===== src/design/servo_ack_frame_checker_top_macros.svh =====
// Assertion macros shared by the servo acknowledgement frame checker.
`ifndef SERVO_ACK_FRAME_CHECKER_TOP_MACROS_SVH
`define SERVO_ACK_FRAME_CHECKER_TOP_MACROS_SVH

// Condition must never hold at a clock edge outside reset.
`define SAF_ASSERT_NEVER(lbl, cond, msg) \
  lbl: assert property (@(posedge clk_i) disable iff (!rst_ni) !(cond)) \
    else $error(msg);

// Antecedent implies consequent in the same cycle.
`define SAF_ASSERT_IMPLY(lbl, ante, cons, msg) \
  lbl: assert property (@(posedge clk_i) disable iff (!rst_ni) (ante) |-> (cons)) \
    else $error(msg);

`endif


===== src/design/saf_pkg.sv =====
// Types and constants of the servo acknowledgement frame checker.
`default_nettype none

package saf_pkg;

  localparam int unsigned HeaderBytes = 7;
  localparam logic [7:0] SyncByte    = 8'hFF;
  localparam logic [7:0] AckCmdBit   = 8'h40;
  localparam logic [7:0] ChecksumMask = 8'hFE;

  localparam logic [1:0] OP_START   = 2'd0;
  localparam logic [1:0] OP_BYTE    = 2'd1;
  localparam logic [1:0] OP_TIMEOUT = 2'd2;

  localparam logic [3:0] ERR_OK          = 4'd0;
  localparam logic [3:0] ERR_HDR_TIMEOUT = 4'd1;
  localparam logic [3:0] ERR_SYNC0       = 4'd2;
  localparam logic [3:0] ERR_SYNC1       = 4'd3;
  localparam logic [3:0] ERR_ID          = 4'd4;
  localparam logic [3:0] ERR_CMD         = 4'd5;
  localparam logic [3:0] ERR_SIZE        = 4'd6;
  localparam logic [3:0] ERR_PAY_TIMEOUT = 4'd7;
  localparam logic [3:0] ERR_CHECKSUM    = 4'd8;
  localparam logic [3:0] ERR_INV_CHECKSUM = 4'd9;

  typedef struct packed {
    logic [1:0] opcode;
    logic [7:0] command_code;
    logic [7:0] payload_length;
    logic [7:0] rx_byte;
  } item_t;

  typedef struct packed {
    logic       payload_valid;
    logic [7:0] payload_index;
    logic [7:0] payload_byte;
    logic       done_res;
    logic [3:0] error_code;
  } result_t;

endpackage

`default_nettype wire


===== src/design/servo_ack_frame_checker_top.sv =====
// Top level of the servo acknowledgement frame checker.
//
// Channel   Dir  Contents
// s_axis    in   tuser: opcode; tdata: command_code, payload_length, rx_byte
// m_axis    out  tuser: payload_valid, done_res; tdata: payload_index, payload_byte,
//                error_code
// cfg       in   device_id write
//
// One word per cycle is taken unless the output stalls; a word's result reaches the output register
// after it is accepted (input register, then the check logic into the output register).
// Reset clears the frame state and device_id; the checker starts idle.
// A word with a result waits in the input register while the output is stalled,
// and the input stalls in turn only when that register is full and cannot move.
`default_nettype none
`include "servo_ack_frame_checker_top_macros.svh"

module servo_ack_frame_checker_top (
  input  wire         clk_i,
  input  wire         rst_ni,
  input  wire         s_axis_tvalid,
  output logic        s_axis_tready,
  input  wire  [23:0] s_axis_tdata,   // command_code, payload_length, rx_byte
  input  wire  [1:0]  s_axis_tuser,   // opcode
  output logic        m_axis_tvalid,
  input  wire         m_axis_tready,
  output logic [23:0] m_axis_tdata,   // payload_index, payload_byte, error_code, zero pad
  output logic [1:0]  m_axis_tuser,   // payload_valid, done_res
  input  wire         cfg_we_i,
  input  wire  [7:0]  cfg_wdata_i
);

  saf_pkg::item_t   in_item;
  saf_pkg::item_t   core_item;
  saf_pkg::result_t core_res;
  saf_pkg::result_t out_q;
  logic             core_item_valid;
  logic             core_take;
  logic             core_res_valid;
  logic             out_valid_q;
  logic             out_space;

  assign in_item.opcode         = s_axis_tuser;
  assign in_item.command_code   = s_axis_tdata[7:0];
  assign in_item.payload_length = s_axis_tdata[15:8];
  assign in_item.rx_byte        = s_axis_tdata[23:16];

  saf_inreg u_inreg (
    .clk_i        (clk_i),
    .rst_ni       (rst_ni),
    .in_valid_i   (s_axis_tvalid),
    .in_ready_o   (s_axis_tready),
    .in_item_i    (in_item),
    .item_valid_o (core_item_valid),
    .item_o       (core_item),
    .item_take_i  (core_take)
  );

  assign out_space = !out_valid_q || m_axis_tready;

  saf_core u_core (
    .clk_i        (clk_i),
    .rst_ni       (rst_ni),
    .cfg_we_i     (cfg_we_i),
    .cfg_wdata_i  (cfg_wdata_i),
    .item_valid_i (core_item_valid),
    .item_i       (core_item),
    .item_take_o  (core_take),
    .out_space_i  (out_space),
    .res_valid_o  (core_res_valid),
    .res_o        (core_res)
  );

  always_ff @(posedge clk_i or negedge rst_ni) begin
    if (!rst_ni) begin
      out_valid_q <= 1'b0;
    end else if (out_space) begin
      out_valid_q <= core_take && core_res_valid;
    end
  end

  always_ff @(posedge clk_i) begin
    if (out_space && core_take && core_res_valid) begin
      out_q <= core_res;
    end
  end

  assign m_axis_tvalid = out_valid_q;
  assign m_axis_tdata  = {4'd0, out_q.error_code, out_q.payload_byte, out_q.payload_index};
  assign m_axis_tuser  = {out_q.done_res, out_q.payload_valid};

  `SAF_ASSERT_NEVER(a_result_not_empty,
    out_valid_q && !out_q.payload_valid && !out_q.done_res,
    "result word carries neither payload nor done")

  `SAF_ASSERT_IMPLY(a_code_needs_done,
    out_valid_q && (out_q.error_code != saf_pkg::ERR_OK), out_q.done_res,
    "error code set without done")

  `SAF_ASSERT_NEVER(a_header_err_no_payload,
    out_valid_q && out_q.payload_valid &&
    (out_q.error_code == saf_pkg::ERR_HDR_TIMEOUT ||
     out_q.error_code == saf_pkg::ERR_PAY_TIMEOUT ||
     out_q.error_code == saf_pkg::ERR_SYNC0 || out_q.error_code == saf_pkg::ERR_SYNC1 ||
     out_q.error_code == saf_pkg::ERR_ID || out_q.error_code == saf_pkg::ERR_CMD ||
     out_q.error_code == saf_pkg::ERR_SIZE),
    "header or timeout error reported together with a payload byte")

endmodule

`default_nettype wire


===== src/design/saf_inreg.sv =====
// Input register that holds one accepted word until the checker core takes it.
`default_nettype none

module saf_inreg (
  input  wire            clk_i,
  input  wire            rst_ni,
  input  wire            in_valid_i,
  output logic           in_ready_o,
  input  saf_pkg::item_t in_item_i,
  output logic           item_valid_o,
  output saf_pkg::item_t item_o,
  input  wire            item_take_i
);

  logic           valid_q;
  logic           valid_d;
  saf_pkg::item_t item_q;

  assign in_ready_o = !valid_q || item_take_i;
  assign valid_d    = in_valid_i ? 1'b1 : (valid_q && !item_take_i);

  always_ff @(posedge clk_i or negedge rst_ni) begin
    if (!rst_ni) begin
      valid_q <= 1'b0;
    end else if (in_ready_o) begin
      valid_q <= valid_d;
    end
  end

  always_ff @(posedge clk_i) begin
    if (in_valid_i && in_ready_o) begin
      item_q <= in_item_i;
    end
  end

  assign item_valid_o = valid_q;
  assign item_o       = item_q;

endmodule

`default_nettype wire


===== src/design/saf_core.sv =====
// Frame state and the per-word header, payload and checksum checks.
`default_nettype none

module saf_core (
  input  wire              clk_i,
  input  wire              rst_ni,
  input  wire              cfg_we_i,
  input  wire [7:0]        cfg_wdata_i,
  input  wire              item_valid_i,
  input  saf_pkg::item_t   item_i,
  output logic             item_take_o,
  input  wire              out_space_i,
  output logic             res_valid_o,
  output saf_pkg::result_t res_o
);

  localparam logic [1:0] PH_IDLE    = 2'd0;
  localparam logic [1:0] PH_HEADER  = 2'd1;
  localparam logic [1:0] PH_PAYLOAD = 2'd2;
  localparam logic [7:0] LastHdrIdx = 8'(saf_pkg::HeaderBytes - 1);

  logic [1:0] phase_q, phase_d;
  logic [7:0] cnt_q, cnt_d;
  logic [7:0] exp_cmd_q, exp_cmd_d;
  logic [7:0] exp_len_q, exp_len_d;
  logic [7:0] csum_q, csum_d;
  logic [7:0] dev_id_q;
  logic [7:0] hdr_q [saf_pkg::HeaderBytes];
  logic       hdr_we;

  logic [7:0] frame_size;
  logic [7:0] cnt_inc;
  logic [7:0] seed_csum;
  logic [7:0] pay_csum;
  logic [3:0] hdr_code;

  function automatic logic [3:0] checksum_code(input logic [7:0] c, input logic [7:0] h5,
                                               input logic [7:0] h6);
    logic [3:0] code;
    code = saf_pkg::ERR_OK;
    if (h5 != (c & saf_pkg::ChecksumMask)) begin
      code = saf_pkg::ERR_CHECKSUM;
    end else if (h6 != (~c & saf_pkg::ChecksumMask)) begin
      code = saf_pkg::ERR_INV_CHECKSUM;
    end
    return code;
  endfunction

  assign frame_size = exp_len_q + 8'(saf_pkg::HeaderBytes);
  assign cnt_inc    = cnt_q + 8'd1;
  assign seed_csum  = frame_size ^ dev_id_q ^ exp_cmd_q;
  assign pay_csum   = csum_q ^ item_i.rx_byte;

  // Checks in priority order; the seventh byte is still on the input.
  always_comb begin
    hdr_code = saf_pkg::ERR_OK;
    if (hdr_q[0] != saf_pkg::SyncByte) begin
      hdr_code = saf_pkg::ERR_SYNC0;
    end else if (hdr_q[1] != saf_pkg::SyncByte) begin
      hdr_code = saf_pkg::ERR_SYNC1;
    end else if (hdr_q[3] != dev_id_q) begin
      hdr_code = saf_pkg::ERR_ID;
    end else if (hdr_q[4] != exp_cmd_q) begin
      hdr_code = saf_pkg::ERR_CMD;
    end else if (hdr_q[2] != frame_size) begin
      hdr_code = saf_pkg::ERR_SIZE;
    end
  end

  always_comb begin
    phase_d     = phase_q;
    cnt_d       = cnt_q;
    exp_cmd_d   = exp_cmd_q;
    exp_len_d   = exp_len_q;
    csum_d      = csum_q;
    hdr_we      = 1'b0;
    res_valid_o = 1'b0;
    res_o       = '0;
    case (item_i.opcode)
      saf_pkg::OP_START: begin
        exp_cmd_d = item_i.command_code | saf_pkg::AckCmdBit;
        exp_len_d = item_i.payload_length;
        cnt_d     = '0;
        csum_d    = '0;
        phase_d   = PH_HEADER;
      end
      saf_pkg::OP_TIMEOUT: begin
        if (phase_q != PH_IDLE) begin
          phase_d          = PH_IDLE;
          res_valid_o      = 1'b1;
          res_o.done_res   = 1'b1;
          res_o.error_code = (phase_q == PH_HEADER) ? saf_pkg::ERR_HDR_TIMEOUT
                                                    : saf_pkg::ERR_PAY_TIMEOUT;
        end
      end
      saf_pkg::OP_BYTE: begin
        if (phase_q == PH_HEADER) begin
          hdr_we = 1'b1;
          cnt_d  = cnt_inc;
          if (cnt_q == LastHdrIdx) begin
            if (hdr_code != saf_pkg::ERR_OK) begin
              phase_d          = PH_IDLE;
              res_valid_o      = 1'b1;
              res_o.done_res   = 1'b1;
              res_o.error_code = hdr_code;
            end else begin
              csum_d = seed_csum;
              cnt_d  = '0;
              if (exp_len_q == 8'd0) begin
                phase_d          = PH_IDLE;
                res_valid_o      = 1'b1;
                res_o.done_res   = 1'b1;
                res_o.error_code = checksum_code(seed_csum, hdr_q[5], item_i.rx_byte);
              end else begin
                phase_d = PH_PAYLOAD;
              end
            end
          end
        end else if (phase_q == PH_PAYLOAD) begin
          csum_d              = pay_csum;
          cnt_d               = cnt_inc;
          res_valid_o         = 1'b1;
          res_o.payload_valid = 1'b1;
          res_o.payload_index = cnt_q;
          res_o.payload_byte  = item_i.rx_byte;
          if (cnt_inc == exp_len_q) begin
            phase_d          = PH_IDLE;
            res_o.done_res   = 1'b1;
            res_o.error_code = checksum_code(pay_csum, hdr_q[5], hdr_q[6]);
          end
        end
      end
      default: begin
      end
    endcase
  end

  // A word that produces a result waits for room in the output register.
  assign item_take_o = item_valid_i && (!res_valid_o || out_space_i);

  always_ff @(posedge clk_i or negedge rst_ni) begin
    if (!rst_ni) begin
      phase_q   <= PH_IDLE;
      cnt_q     <= '0;
      exp_cmd_q <= '0;
      exp_len_q <= '0;
      csum_q    <= '0;
    end else if (item_take_o) begin
      phase_q   <= phase_d;
      cnt_q     <= cnt_d;
      exp_cmd_q <= exp_cmd_d;
      exp_len_q <= exp_len_d;
      csum_q    <= csum_d;
    end
  end

  always_ff @(posedge clk_i or negedge rst_ni) begin
    if (!rst_ni) begin
      dev_id_q <= '0;
    end else if (cfg_we_i) begin
      dev_id_q <= cfg_wdata_i;
    end
  end

  always_ff @(posedge clk_i) begin
    if (item_take_o && hdr_we) begin
      hdr_q[cnt_q[2:0]] <= item_i.rx_byte;
    end
  end

endmodule

`default_nettype wire

===== config.mk =====
export PLATFORM = sky130hd
export DESIGN_NAME = servo_ack_frame_checker_top
export DESIGN_NICKNAME = d
export VERILOG_FILES = /design/src/design/saf_pkg.sv /design/src/design/servo_ack_frame_checker_top.sv /design/src/design/saf_inreg.sv /design/src/design/saf_core.sv
export VERILOG_INCLUDE_DIRS = /design/src /design/src/design
export SDC_FILE = /design/constraint.sdc
export NUM_CORES = 1
export LEC_CHECK = 0
export BUFFER_PORTS_ARGS = -buffer_cell sky130_fd_sc_hd__buf_2
export CORE_MARGIN = 2
export CORE_UTILIZATION = 30
export DETAILED_ROUTE_END_ITERATION = 7
export GPL_TIMING_DRIVEN = 0
export SLEW_MARGIN = 30
export SYNTH_ARGS = -nofsm -noshare
export SYNTH_HDL_FRONTEND = slang
export SYNTH_SLANG_ARGS = --single-unit

===== constraint.sdc =====
create_clock -name clk_i -period 4.1 [get_ports clk_i]
set_clock_uncertainty 0.1 [all_clocks]
set_input_delay 0.82 -clock clk_i [delete_from_list [all_inputs] [get_ports clk_i]]
set_output_delay 0.82 -clock clk_i [all_outputs]
set_load 0.01 [all_outputs]

# == Word-level counts from Yosys, hierarchy flattened ==
# Memory sizes are Yosys's and may differ from the RTL's.
# Index checks and enable logic that the tools add are counted.
# totals
regBits,92
output_inout_bits,28
mem_count,1
ramBits,56
input_bits,39
elab_cells,121
# classes
n_eq_ne,20
reduce_logical,26
bitwise,7
addsub,2
mux,48
# memory_table
memory,depth,width,read_ports,rd_clocked_by_memory_dff,write_ports,line_no,source
u_core.hdr_q,7,8,7,0,1,saf_core.sv:28,logic [7:0] hdr_q [saf_pkg::HeaderBytes];
# ops
operator,n
$mux 8,8
$ne 8x8->1,7
$mux 4,8
$pmux 8 s2,2
$mux 5,6
$xor 8x8->8,3
$mux 22,1
$ne 8x8->1 const B,2
$not 8->8,2
$mux 2,7
$mux 1,11
$pmux 5 s2,1
$add 8x1->8 const B,1
$add 8x3->8 const B,1
$eq 8x3->1 const B,1
$eq 8x8->1,1
$logic_not 8->1,1
$logic_and 1x1->1,7
$mux 3,2
$ne 3x1->1 const B,2
$ne 3x3->1 const B,2
$pmux 2 s3,1
$reduce_and 6->1,1
$reduce_and 5->1,1
15 further kinds,24

# == Logic depth before layout (Yosys ltp) ==
# logic_depth
word_depth,18
mapped_depth,11
mapped_depth_nobuf,10

# == Hierarchy ==
# From an unflattened synthesis, not the netlist that was laid out.
# unflattened
hier_cells,566
hier_area_um2,7533.5
# by_module_without_submodules
mod,cells_each,area_each_um2,instances
saf_core,504,5944.5,1
saf_inreg,30,834.6,1
servo_ack_frame_checker_top,32,754.5,1

# == Worst setup path after synthesis ==
# Ideal clock, no wire load.
# synth_timing
kind,register to register
startpoint,reg u_core.exp_len_q[0]
endpoint,"reg u_inreg.item_q (netlist bit u_inreg.item_o[0]), enable pin"
path_slack_ps,57
path_stages_with_launch,11
path_buffers,0
t_arrival_ps,3533
path_cell_list,dfrtp_1 > inv_1 > ha_1 > or2b_2 > o211ai_1 > or4b_1 > a2111o_1 > nor3_1 > o21ai_0 > and3_1 > nor2b_1
# synth_via
elab_chain_len,17
elab_cells_between_ends,19
cone_classes,1 x add/sub; 1 x eq/ne; 10 x mux; 7 x reduce/logical
# synth_rtl
item,line_no,source
start: declaration,saf_core.sv:25,"logic [7:0] exp_len_q, exp_len_d;"
start signal: assignment,saf_core.sv:152,exp_len_q <= exp_len_d;
$add 8x3->8,saf_core.sv:49,assign frame_size = exp_len_q + 8'(saf_pkg::HeaderBytes);
$ne 8x8->1,saf_core.sv:65,end else if (hdr_q[2] != frame_size) begin
$mux 3,saf_core.sv:65,
$mux 4,saf_core.sv:63,end else if (hdr_q[4] != exp_cmd_q) begin
$mux 4,saf_core.sv:61,end else if (hdr_q[3] != dev_id_q) begin
$mux 4,saf_core.sv:59,end else if (hdr_q[1] != saf_pkg::SyncByte) begin
$mux 4,saf_core.sv:57,if (hdr_q[0] != saf_pkg::SyncByte) begin
$reduce_bool 4->1,saf_core.sv:101,if (hdr_code != saf_pkg::ERR_OK) begin
$mux 1 *,saf_core.sv:101,
$mux 1 *,saf_core.sv:100,if (cnt_q == LastHdrIdx) begin
$mux 1 *,saf_core.sv:97,if (phase_q == PH_HEADER) begin
$pmux 1 s2 *,saf_core.sv:79,case (item_i.opcode)
$logic_not 1->1 *,saf_core.sv:139,assign item_take_o = item_valid_i && (!res_valid_o || out_space_i);
$logic_or 1x1->1 *,saf_core.sv:139,
$logic_and 1x1->1 *,saf_core.sv:139,
$logic_or 1x1->1 *,saf_inreg.sv:19,assign in_ready_o = !valid_q || item_take_i;
$logic_and 1x1->1 *,saf_inreg.sv:31,if (in_valid_i && in_ready_o) begin
end signal: assignment,saf_inreg.sv:32,item_q <= in_item_i;
end: declaration,saf_inreg.sv:17,saf_pkg::item_t item_q;
# Every way passes the cells marked *; elsewhere a longest branch is shown, timed or not.
# A chain may end at the register's enable or synchronous reset.

# == Final worst setup path ==
# layout_timing
startpoint,reg u_core.exp_len_q[1]
endpoint,out s_axis_tready
# layout_via
elab_chain_len,16
elab_cells_between_ends,18
cone_classes,1 x add/sub; 1 x eq/ne; 10 x mux; 6 x reduce/logical
# layout_rtl
item,line_no,source
$add 8x3->8,saf_core.sv:49,
$ne 8x8->1,saf_core.sv:65,
$mux 3,saf_core.sv:65,
$mux 4,saf_core.sv:63,
$mux 4,saf_core.sv:61,
$mux 4,saf_core.sv:59,
$mux 4,saf_core.sv:57,
$reduce_bool 4->1,saf_core.sv:101,
$mux 1 *,saf_core.sv:101,
$mux 1 *,saf_core.sv:100,
$mux 1 *,saf_core.sv:97,
$pmux 1 s2 *,saf_core.sv:79,
$logic_not 1->1 *,saf_core.sv:139,
$logic_or 1x1->1 *,saf_core.sv:139,
$logic_and 1x1->1 *,saf_core.sv:139,
$logic_or 1x1->1 *,saf_inreg.sv:19,
end: declaration,servo_ack_frame_checker_top.sv:21,"output logic s_axis_tready,"
# Marked as above.

==> results_dict.tcl <==
set metrics [dict create \
    cts.path.max_buffers 2 \
    crit_buf_inv 3 \
    wire_per_inst_um 17.5 \
    wl_um 15900 \
    worst_setup_path_end_kind "output port" \
    grt_max_degree 44 \
    synthArstFlopShare_pct 29.5 \
    drc 0 \
    slowest_stage "or4b_1" \
    status "finished, final reports clean" \
    drive_above_1_share_pct 26.6 \
    tightestPinTransition_ns 0.846 \
    fin_crit_sh_pct 96.1 \
    fp-row-count 55 \
    critical-path-max-stage-delay_ns 0.51 \
    tns_ns 0 \
    syn_inst 522 \
    htree_levels 4 \
    drtIter0Drc 291 \
    placed_cell_area_um2 7640 \
    final_nets 657 \
    use_met1_pct 18.3 \
    final_cell_mix "edfxtp_1 (103), buf_2 (64), xnor2_1 (44), dfrtp_1 (42), xor2_1 (40)" \
    num_vias 4335 \
    grt_util_met3_pct 2.92 \
    r2r-end "u_core.hdr_q[1][4]" \
    core_area_um2 22600 \
    grt_use_met2_pct 21.2 \
    num-fill-cells 2197 \
    clkLatencyLatePin_ns 0.43 \
    ys_ff_latch 146 \
    io_pins 67 \
    numClockSinks 146 \
    max_cap_viol_count 0 \
    r2r-start "u_core.exp_len_q[1]" \
    numCtsBuffers 17 \
    grt_pass1_wl_um 24500 \
    die_w_um 156 \
    min_period_ns 3.94 \
    port_buffers 60 \
    grt.total_usage_pct 13.4 \
    ir_drop_v 0.000284 \
    hold_class "in -> async" \
    hold_viol 0 \
    antenna_cells 0 \
    powerDensity_nw_per_um2 471 \
    netlist_area_um2 6940 \
    rsz0062_at_grt "no" \
    yosysSeqAreaShare_pct 60.1 \
    cts_hold_buf 0 \
    root_buffer "clkbuf_16" \
    postRouteAntennaNets 0 \
    setup_violations 0 \
    via_per_inst 4.77 \
    ff2ff_setup_slack_ns 0.23 \
    cpMostUsedCell "inv_1" \
    ys.flop_type "edfxtp_1" \
    setup_slack_ns 0.159 \
    ys_warn_count 0 \
    reg2reg_depth 11 \
    final_common_cell "edfxtp_1" \
    critPathMaxFanout 5 \
    top_usage_layer "met2" \
    fmax_mhz 254 \
    grt_pass1_vias 4162 \
    gp_congestion 0.818 \
    die_area_um2 24400 \
    synth-edff-count 103 \
    crit_required_ns 3.18 \
    place_hpwl_um 11000 \
    clk_pin_slew_ns 0.06 \
    post-place-ws_ns -0.474 \
    avgSynthCellArea_um2 13.3 \
    critPathTopFamily "simple AND/OR/NAND/NOR gates" \
    start_util_pct 30.6 \
    drv_slew 0 \
    critPathArrivalTime_ns 3.02 \
    p_leak_nw 3.03 \
    antenna_found_initial 0 \
    final_area_um2 8340 \
    synthDistinctLibCells 66 \
    critical_path_class "reg -> out" \
    dr.pass1.iters 4 \
    die_h_um 156 \
    area_growth_pct 20.3 \
    path_cells "inv_1 > ha_4 > xor2_1 > nand3_1 > or4b_1 > a2111o_1 > nor3_2 > o21ai_1 > and3_4 > inv_1 > buf_2" \
    slew_headroom_pct 43.6 \
    grt_overflow 0 \
    cp-start-kind "flip-flop" \
    cts_tree "yes" \
]
-- metal layers --
metal	up-vias	part of all wire [%]
met5	-	0
met4	0	1.3
met3	20	4.0
met2	108	47
met1	2126	48
li1	2081	-
-- worst max path at each step --
| stage | from | end | depth (start not counted) |
|---|---|---|---|
| after floorplan | u_core.exp_len_q[0] | u_inreg.item_o[0] | 10 |
| after global placement | u_core.exp_len_q[0] | u_inreg.item_o[7] | 10 |
| after detailed placement | u_core.exp_len_q[0] | u_core.hdr_q[1][2] | 10 |
| after CTS | u_core.exp_len_q[1] | u_core.hdr_q[6][3] | 10 |
| after global routing | u_core.exp_len_q[1] | s_axis_tready | 11 |
| final | u_core.exp_len_q[1] | s_axis_tready | 11 |
-- flip-flops by register name (all words and copies together), names as in the netlist --
| signal | cells |
|---|---|
| u_core.phase_q | 2 |
| u_core.exp_cmd_q | 8 |
| u_inreg.item_valid_o | 1 |
| u_core.cnt_q | 8 |
| u_core.dev_id_q | 8 |
| u_inreg.item_o | 25 |
| m_axis_tvalid | 1 |
| u_core.csum_q | 7 |
| m_axis_tdata | 20 |
| u_core.hdr_q | 56 |
| u_core.exp_len_q | 8 |
| m_axis_tuser | 2 |
-- layout make-up --
| class | instances | area (um^2) | share of cell area [%] |
|---|---|---|---|
| sequential | 146 | 4170 | 50.0 |
| multi-input combinational | 339 | 2640 | 31.7 |
| clock buffer | 18 | 429 | 5.14 |
| timing repair buffer | 66 | 405 | 4.86 |
| tap | 285 | 357 | 4.27 |
| buffer | 25 | 155 | 1.86 |
| clock inverter | 14 | 130 | 1.56 |
| inverter | 15 | 56.3 | 0.675 |
-- synthesized netlist by cell type, types with 8 or more instances --
| master | count | area (um^2) |
|---|---|---|
| inv_1 | 15 | 56.3 |
| clkbuf_1 | 9 | 33.8 |
| mux2_2 | 23 | 259 |
| edfxtp_1 | 103 | 3090 |
| nor3_1 | 14 | 70.1 |
| o21ai_0 | 22 | 110 |
| nor2_1 | 17 | 63.8 |
| nor4_1 | 8 | 50.1 |
| nand3_1 | 14 | 70.1 |
| o211ai_1 | 9 | 67.6 |
| and2_1 | 17 | 106 |
| dfrtp_1 | 43 | 1080 |
| ha_1 | 8 | 100 |
| xnor2_1 | 44 | 385 |
| nand3b_1 | 12 | 90.1 |
| xor2_1 | 40 | 350 |
| nand2_1 | 21 | 78.8 |
-- cells by family after synthesis --
group	after synthesis	share of synthesized area, %
xor gates and xnor gates	86	11.3
adders and majority gates	8	1.44
buffers and inverters	40	3.05
muxes	25	4.04
and+or+nand+nor	150	13.3
AOI/OAI and AO/OA	66	6.73
DFF	146	60.1
other	1	0.0541
-- through the flow --
stage          hold WS [ns]  util [%]  cells  total power [mW]
2_1_floorplan         0.355         -    525              2.26
3_3_place_gp          0.360      33.6    870              2.45
3_5_place_dp          0.365      33.8    871              2.46
4_1_cts               0.319      36.5    905              3.95
5_1_grt               0.330      36.9    908              4.10
6_report              0.300      36.9    908              3.93
-- power breakdown --
part           internal [mW]  switching [mW]  total (mW)
Combinational          0.316           0.379       0.695
Clock                  0.840           0.636        1.48
Sequential              1.67          0.0885        1.76
Total                   2.83            1.10        3.93
-- what timing repair did --
action	4_1_cts	5_1_grt
pin swaps	1	2
buffers inserted	2	3
setup endpoints to repair	57	57
gates resized for setup	9	8
Power figures use the tool's default switching activity.
